$ cat src/rbf_pkg.sv
// ----------------------------------------------------------------------------
// rbf_pkg
// Shared types, constants and ring helpers for the ring byte FIFO with peek.
// ----------------------------------------------------------------------------
package rbf_pkg;

  // ring store size, at most DEPTH-1 entries in use
  localparam int DEPTH = 256;
  localparam int PTR_W = $clog2(DEPTH);
  // compare width: wide enough for a ring index, a length or an 8-bit request, plus one bit
  localparam int CMP_W = ((PTR_W > 8) ? PTR_W : 8) + 1;

  typedef enum logic [1:0] {
    OP_PUSH    = 2'd0,
    OP_DISCARD = 2'd1,
    OP_PEEK    = 2'd2,
    OP_FLUSH   = 2'd3
  } op_t;

  typedef logic [PTR_W-1:0] ptr_t;

  typedef struct packed {
    op_t        opcode;
    logic [7:0] byte_in;
    logic [7:0] count;
    logic [7:0] offset;
  } in_item_t;

  typedef struct packed {
    logic [7:0] done_count;
    logic [7:0] peek_data;
    logic       peek_ok;
    logic [7:0] fill_level;
    logic       is_full;
  } out_item_t;

  // controller to datapath
  typedef struct packed {
    logic accept;
    logic capture;
  } ctrl_cmd_t;

  // datapath to controller
  typedef struct packed {
    logic in_is_peek;
  } dp_status_t;

  // advance a ring index by n, n below DEPTH
  function automatic ptr_t ring_add(input ptr_t a, input ptr_t n);
    logic [PTR_W:0] s;
    s = {1'b0, a} + {1'b0, n};
    if (s >= (PTR_W+1)'(DEPTH)) begin
      s = s - (PTR_W+1)'(DEPTH);
    end
    return s[PTR_W-1:0];
  endfunction

  // number of stored bytes between head and tail
  function automatic ptr_t ring_len(input ptr_t head, input ptr_t tail);
    logic [PTR_W:0] l;
    if (tail >= head) begin
      l = {1'b0, tail} - {1'b0, head};
    end else begin
      l = {1'b0, tail} + (PTR_W+1)'(DEPTH) - {1'b0, head};
    end
    return l[PTR_W-1:0];
  endfunction

endpackage

$ cat src/rbf_ram.sv
// ----------------------------------------------------------------------------
// rbf_ram
// Generic single-port-write, single-port-read RAM with registered read data.
// ----------------------------------------------------------------------------
module rbf_ram #(
  parameter int WIDTH = 8,
  parameter int DEPTH = 256
) (
  input  logic                     clk,
  input  logic                     we,
  input  logic [$clog2(DEPTH)-1:0] waddr,
  input  logic [WIDTH-1:0]         wdata,
  input  logic                     re,
  input  logic [$clog2(DEPTH)-1:0] raddr,
  output logic [WIDTH-1:0]         rdata
);

  logic [WIDTH-1:0] mem [DEPTH];

  // write port and registered read port
  always_ff @(posedge clk) begin
    if (we) begin
      mem[waddr] <= wdata;
    end
    if (re) begin
      rdata <= mem[raddr];
    end
  end

endmodule

$ cat src/rbf_ctrl.sv
// ----------------------------------------------------------------------------
// rbf_ctrl
// Sequencer: takes one transaction, waits in S_READ for peek read data, then
// presents the result until it is taken.
// ----------------------------------------------------------------------------
module rbf_ctrl (
  input  logic                   clk,
  input  logic                   rst,
  input  logic                   in_valid,
  output logic                   in_stall,
  output logic                   out_valid,
  input  logic                   out_stall,
  input  rbf_pkg::dp_status_t    status,
  output rbf_pkg::ctrl_cmd_t     cmd
);

  typedef enum logic [1:0] {
    S_IDLE,
    S_READ,
    S_HOLD
  } state_t;

  state_t state;

  // commands to the datapath
  assign cmd.accept  = in_valid & ~in_stall;
  assign cmd.capture = (state == S_READ);

  // state and handshake registers
  always_ff @(posedge clk) begin
    if (rst) begin
      state     <= S_IDLE;
      in_stall  <= 1'b0;
      out_valid <= 1'b0;
    end else begin
      unique case (state)
        S_IDLE: begin
          if (in_valid) begin
            in_stall <= 1'b1;
            if (status.in_is_peek) begin
              state <= S_READ;
            end else begin
              state     <= S_HOLD;
              out_valid <= 1'b1;
            end
          end
        end
        S_READ: begin
          state     <= S_HOLD;
          out_valid <= 1'b1;
        end
        S_HOLD: begin
          if (!out_stall) begin
            state     <= S_IDLE;
            out_valid <= 1'b0;
            in_stall  <= 1'b0;
          end
        end
        default: begin
          state <= S_IDLE;
        end
      endcase
    end
  end

endmodule

$ cat src/rbf_dp.sv
// ----------------------------------------------------------------------------
// rbf_dp
// Datapath: head and tail pointers, byte store and the result register.
// ----------------------------------------------------------------------------
module rbf_dp (
  input  logic                 clk,
  input  logic                 rst,
  input  rbf_pkg::in_item_t    in_data,
  input  rbf_pkg::ctrl_cmd_t   cmd,
  output rbf_pkg::dp_status_t  status,
  output rbf_pkg::out_item_t   out_data
);

  rbf_pkg::ptr_t head;
  rbf_pkg::ptr_t tail;
  rbf_pkg::ptr_t head_next;
  rbf_pkg::ptr_t tail_next;
  rbf_pkg::ptr_t len;
  rbf_pkg::ptr_t len_after;
  rbf_pkg::ptr_t clamp_cnt;
  rbf_pkg::ptr_t rd_addr;
  logic [rbf_pkg::CMP_W-1:0] len_ext;
  logic [rbf_pkg::CMP_W-1:0] cnt_ext;
  logic [rbf_pkg::CMP_W-1:0] off_ext;
  logic       full;
  logic       wr_en;
  logic       rd_en;
  logic       peek_hit;
  logic [7:0] done;
  logic [7:0] rd_data;

  assign status.in_is_peek = (in_data.opcode == rbf_pkg::OP_PEEK);

  // current length and request compares
  always_comb begin
    len       = rbf_pkg::ring_len(head, tail);
    full      = (len == rbf_pkg::PTR_W'(rbf_pkg::DEPTH - 1));
    len_ext   = rbf_pkg::CMP_W'(len);
    cnt_ext   = rbf_pkg::CMP_W'(in_data.count);
    off_ext   = rbf_pkg::CMP_W'(in_data.offset);
    clamp_cnt = (cnt_ext > len_ext) ? len : rbf_pkg::PTR_W'(cnt_ext);
    peek_hit  = (off_ext < len_ext);
    rd_addr   = rbf_pkg::ring_add(head, rbf_pkg::PTR_W'(off_ext));
  end

  // operation decode and next pointers
  always_comb begin
    head_next = head;
    tail_next = tail;
    wr_en     = 1'b0;
    rd_en     = 1'b0;
    done      = 8'd0;
    unique case (in_data.opcode)
      rbf_pkg::OP_PUSH: begin
        if (!full) begin
          wr_en     = cmd.accept;
          tail_next = rbf_pkg::ring_add(tail, rbf_pkg::PTR_W'(1));
          done      = 8'd1;
        end
      end
      rbf_pkg::OP_DISCARD: begin
        head_next = rbf_pkg::ring_add(head, clamp_cnt);
        done      = 8'(clamp_cnt);
      end
      rbf_pkg::OP_PEEK: begin
        rd_en = cmd.accept & peek_hit;
      end
      rbf_pkg::OP_FLUSH: begin
        head_next = tail;
      end
    endcase
    len_after = rbf_pkg::ring_len(head_next, tail_next);
  end

  // byte store
  rbf_ram #(
    .WIDTH (8),
    .DEPTH (rbf_pkg::DEPTH)
  ) u_store (
    .clk   (clk),
    .we    (wr_en),
    .waddr (tail),
    .wdata (in_data.byte_in),
    .re    (rd_en),
    .raddr (rd_addr),
    .rdata (rd_data)
  );

  // ring pointers
  always_ff @(posedge clk) begin
    if (rst) begin
      head <= '0;
      tail <= '0;
    end else if (cmd.accept) begin
      head <= head_next;
      tail <= tail_next;
    end
  end

  // result register; peek data is captured in S_READ, the cycle after the other fields
  always_ff @(posedge clk) begin
    if (cmd.accept) begin
      out_data.done_count <= done;
      out_data.peek_data  <= 8'd0;
      out_data.peek_ok    <= status.in_is_peek & peek_hit;
      out_data.fill_level <= 8'(len_after);
      out_data.is_full    <= (len_after == rbf_pkg::PTR_W'(rbf_pkg::DEPTH - 1));
    end else if (cmd.capture && out_data.peek_ok) begin
      out_data.peek_data <= rd_data;
    end
  end

endmodule

$ cat src/ring_byte_fifo_indexed_peek_top.sv
// ----------------------------------------------------------------------------
// ring_byte_fifo_indexed_peek_top
// Byte FIFO in a ring store with push, discard, indexed peek and flush.
// ----------------------------------------------------------------------------
//
//   channel | direction | payload             | handshake
//   --------+-----------+---------------------+-------------------------
//   in      | input     | rbf_pkg::in_item_t  | in_valid  / in_stall
//   out     | output    | rbf_pkg::out_item_t | out_valid / out_stall
//
// One transaction at a time. Push, discard and flush present their result in the
// cycle after acceptance; peek passes through S_READ first for the registered store
// read. The next transaction is taken the cycle after the result is taken.
// Synchronous reset empties the FIFO; store contents are left as they are.
// Output stall holds the result and keeps in_stall high.
//
module ring_byte_fifo_indexed_peek_top (
  input  logic               clk,
  input  logic               rst,
  input  logic               in_valid,
  output logic               in_stall,
  input  rbf_pkg::in_item_t  in_data,
  output logic               out_valid,
  input  logic               out_stall,
  output rbf_pkg::out_item_t out_data
);

  rbf_pkg::ctrl_cmd_t  cmd;
  rbf_pkg::dp_status_t status;

  // sequencer
  rbf_ctrl u_ctrl (
    .clk       (clk),
    .rst       (rst),
    .in_valid  (in_valid),
    .in_stall  (in_stall),
    .out_valid (out_valid),
    .out_stall (out_stall),
    .status    (status),
    .cmd       (cmd)
  );

  // pointers, store and result
  rbf_dp u_dp (
    .clk      (clk),
    .rst      (rst),
    .in_data  (in_data),
    .cmd      (cmd),
    .status   (status),
    .out_data (out_data)
  );

endmodule

$ cat config.mk
export PLATFORM = sky130hd
export DESIGN_NAME = ring_byte_fifo_indexed_peek_top
export DESIGN_NICKNAME = d
export VERILOG_FILES = /design/src/rbf_pkg.sv /design/src/rbf_ram.sv /design/src/rbf_ctrl.sv /design/src/rbf_dp.sv /design/src/ring_byte_fifo_indexed_peek_top.sv
export SDC_FILE = /design/constraint.sdc
export NUM_CORES = 2
export LEC_CHECK = 0
export ABC_AREA = 0
export BUFFER_PORTS_ARGS = -buffer_cell sky130_fd_sc_hd__buf_2
export CAP_MARGIN = 20
export CORE_ASPECT_RATIO = 0.75
export CORE_UTILIZATION = 55
export CTS_CLUSTER_DIAMETER = 50
export DETAILED_ROUTE_END_ITERATION = 8
export PLACE_DENSITY = 0.83
export SYNTH_ARGS = -nofsm -noshare
export SYNTH_HDL_FRONTEND = slang
export SYNTH_SLANG_ARGS = --single-unit
$ cat constraint.sdc
create_clock -name clk -period 14.9 [get_ports clk]
set_input_delay 0 -clock clk [delete_from_list [all_inputs] [get_ports clk]]
set_output_delay 0 -clock clk [all_outputs]
set_load 0.1 [all_outputs]
==> flow_metrics.env <==
export IMPL_root_buffer="clkbuf_16"
export IMPL_avgViaCountPerCell=6.88
export IMPL_power_frac_clock_pct=36.2
export IMPL_cts_buffers=176
export IMPL_end_kind="register"
export IMPL_period_needed_ns=7.46
export IMPL_synthFlopType="edfxtp_1"
export IMPL_finalInstanceArea_um2=92500
export IMPL_ctsResizeCount=0
export IMPL_ctsHtreeMaxLevel=4
export IMPL_port_buffers=57
export IMPL_pwr_density_cell_nw_per_um2=140
export IMPL_netlist_instances=3766
export IMPL_chipHeight_um=339
export IMPL_peakVddDrop_mv=0.114
export IMPL_finalClockSkew_ns=0.0334
export IMPL_grt_max_degree=162
export IMPL_vias=42200
export IMPL_slowest_stage="o22ai_1"
export IMPL_synthXorXnorAreaFrac_pct=0.408
export IMPL_seq_area_um2=62800
export IMPL_place_area_um2=86300
export IMPL_rows=123
export IMPL_postCtsHoldBufs=27
export IMPL_async_flop_share_pct=0
export IMPL_ant_nets=0
export IMPL_cp_arrival_ns=8.11
export IMPL_min_path_cells=1
export IMPL_fin_tns_setup_ns=0
export IMPL_crit_required_ns=15.55
export IMPL_synth_top_cells_by_count="edfxtp_1 (2074), mux4_2 (640), nor2_1 (216)"
export IMPL_cp_common_cell="o21ai_0"
export IMPL_die_x_um=451
export IMPL_dp_cells=5761
export IMPL_synthAdderAreaFrac_pct=0.803
export IMPL_dieArea_um2=153000
export IMPL_p_leak_nw=28.8
export IMPL_rrSetupSlack_ns=7.44
export IMPL_crit_path_max_fanout=15
export IMPL_violations="negative hold slack"
export IMPL_status="complete, but fails checks"
export IMPL_drt_total_wl_um=213000
export IMPL_holdWs_ns=-0.00354
export IMPL_ys_seq_area_share_pct=75.6
export IMPL_overflow=0
export IMPL_first_global_vias=42600
export IMPL_post_synth_top_count_cell="edfxtp_1"
export IMPL_cts_setup_buffers=0
export IMPL_core_um2=150000
export IMPL_first_iter_violations=6615
export IMPL_clk_pin_slew_worst_paths_ns=0.07
export IMPL_p_sw_mw=3.19
export IMPL_tritoncts="done"
export IMPL_fmax_ghz=0.134
export IMPL_antenna_found_initial=7
export IMPL_cap_violations=0
export IMPL_io_pin_count=58
export IMPL_maxSlewViolCount=0
export IMPL_maxSlewHeadroom_pct=19.4
export IMPL_critPathMaxStageDelay_ns=0.74
export IMPL_hold_viol=1
export IMPL_tightest_slew_ns=1.21
export IMPL_initial_core_util_pct=55.4
export IMPL_grt_pass1_wl_um=306000
export IMPL_seqPwrFrac_pct=50.3
export IMPL_critPathLaunchType="register"
export IMPL_ys_warnings_count=0
export IMPL_ys_ff_latch=2102
export IMPL_post_route_period_util_pct=50.1
export IMPL_nNetsFinal=4061
export IMPL_switching_share_pct=24.6
export IMPL_synthToLayoutAreaGrowth_pct=11.2
export IMPL_multi_input_area_um2=19300
export IMPL_synth_compound_area_share_pct=1.03
export IMPL_hold_path_class="in -> reg"
export IMPL_crit_type="reg -> reg"
export IMPL_internal_power_mw=9.78
export IMPL_grt_usage_pct=28.2
export IMPL_final_cells=6130
export IMPL_synth_cell_type_count=53
export IMPL_synth_top_area_share_pct=74.9
export IMPL_drc=0
export IMPL_routabilityCongestion=0.897
export IMPL_syn_area_per_cell_um2=22.1
export IMPL_cts_max_path_buffers=3
export IMPL_yosys_area_top_type="edfxtp_1"
export IMPL_synth_edf_count=2074
export IMPL_syn_num_nets=3847
export IMPL_clock_latency_ns=0.81
export IMPL_drive_gt1_share_pct=28.4
export IMPL_nFillCells=9533
export IMPL_synth_top_family_by_area="multiplexers"
export IMPL_grt_setup_unrepaired="no"
export IMPL_first_pass_iters=6
export IMPL_dp_final_hpwl_um=116000
export IMPL_cts_sinks=2102
export IMPL_synth_area_um2=83200
export IMPL_reg2regPathDepth=32
export IMPL_setup_viol=0
export IMPL_synth_mux_area_fraction_pct=18.4
export IMPL_combPwrFrac_pct=13.5
export IMPL_ys_top_cells_by_area="edfxtp_1 (75%), mux4_2 (17%), nor2_1 (0.97%)"
export IMPL_wl_per_cell_um=34.8
export IMPL_synth_simple_gate_area_share_pct=2.48
## path summary, 6_finish.rpt
check,startpoint,to
min,in_data[21],u_dp.u_store.mem[134][5]
max,u_dp.tail[0],u_dp.out_data[0]
max reg2reg,u_dp.tail[0],u_dp.out_data[0]
min reg2reg,u_dp.out_data[14],u_dp.out_data[14]
## power by group through the flow
stage / Clock, mW / Sequential, mW / Combinational, mW
4_1_cts: 4.71 / 6.52 / 1.74
3_5_place_dp: 0 / 6.65 / 1.69
6_report: 4.70 / 6.52 / 1.76
3_3_place_gp: 0 / 6.65 / 1.65
5_1_grt: 4.92 / 6.52 / 1.82
2_1_floorplan: 0 / 6.70 / 1.08
## placed cells by master (no fill, tap or decap), types with 51 or more instances in the layout
| master | n |
|---|---|
| nand2_1 | 59 |
| nor2_1 | 216 |
| clkinv_1 | 51 |
| mux4_2 | 640 |
| buf_2 | 61 |
| clkbuf_16 | 182 |
| buf_4 | 151 |
| edfxtp_1 | 2074 |
| a21oi_1 | 63 |
| nor3_1 | 126 |
## through the flow
stage	hold slack (ns)	util, %	total power, mW	setup WS, ns
6_report	-0.00354	61.6	13.0	7.44
5_1_grt	0.0307	61.6	13.3	6.77
4_1_cts	0.00459	61.5	13.0	7.49
3_5_place_dp	0.294	57.5	8.34	7.93
3_3_place_gp	0.283	57.5	8.30	8.03
2_1_floorplan	0.0989	-	7.78	9.07
## kinds of logic (layout without fill, tap and decap cells)
group / Yosys count / count (layout)
AOI/OAI and AO/OA: 138 / 138
adders and majority gates: 51 / 51
muxes: 721 / 721
DFF: 2102 / 2102
other: 0 / 4
buffers and inverters: 252 / 612
xor gates and xnor gates: 37 / 37
and+or+nand+nor: 465 / 465
## layout make-up
cell class / count / share of cell area [%]
antenna: 4 / 0.0108
clock buffer: 213 / 5.06
clock inverter: 111 / 1.13
inverter: 28 / 0.114
multi-input combinational: 1412 / 20.8
sequential: 2102 / 68.0
tap: 2000 / 2.71
timing repair buffer: 260 / 2.16
## flip-flops by register name, summed over array words and instances (netlist names)
register            flops
u_dp.u_store.mem     2048
u_dp.out_data          26
u_dp.head               8
u_dp.tail               8
u_dp.u_store.rdata      8
u_ctrl.state            2
u_ctrl.in_stall         1
u_ctrl.out_valid        1
## worst max-delay path, delay by kind of cell, from the launching register on
kind | cells | cell delay, ns
AOI/OAI and AO/OA | 13 | 2.62
xor gates and xnor gates | 4 | 0.63
adders and majority gates | 6 | 1.96
buffers and inverters | 4 | 0.88
DFF | 1 | 0.39
and+or+nand+nor | 5 | 0.84
## metal layers
| metal | global-route usage (%) | share of wire, % | vias to the layer above |
|---|---|---|---|
| met5 | 0 | 0.034 | - |
| met4 | 11.8 | 4.7 | 10 |
| met3 | 7.30 | 12 | 584 |
| met2 | 44.2 | 48 | 3428 |
| met1 | 37.9 | 35 | 21900 |
| li1 | - | - | 16200 |
(Power assumes the default switching activity.)
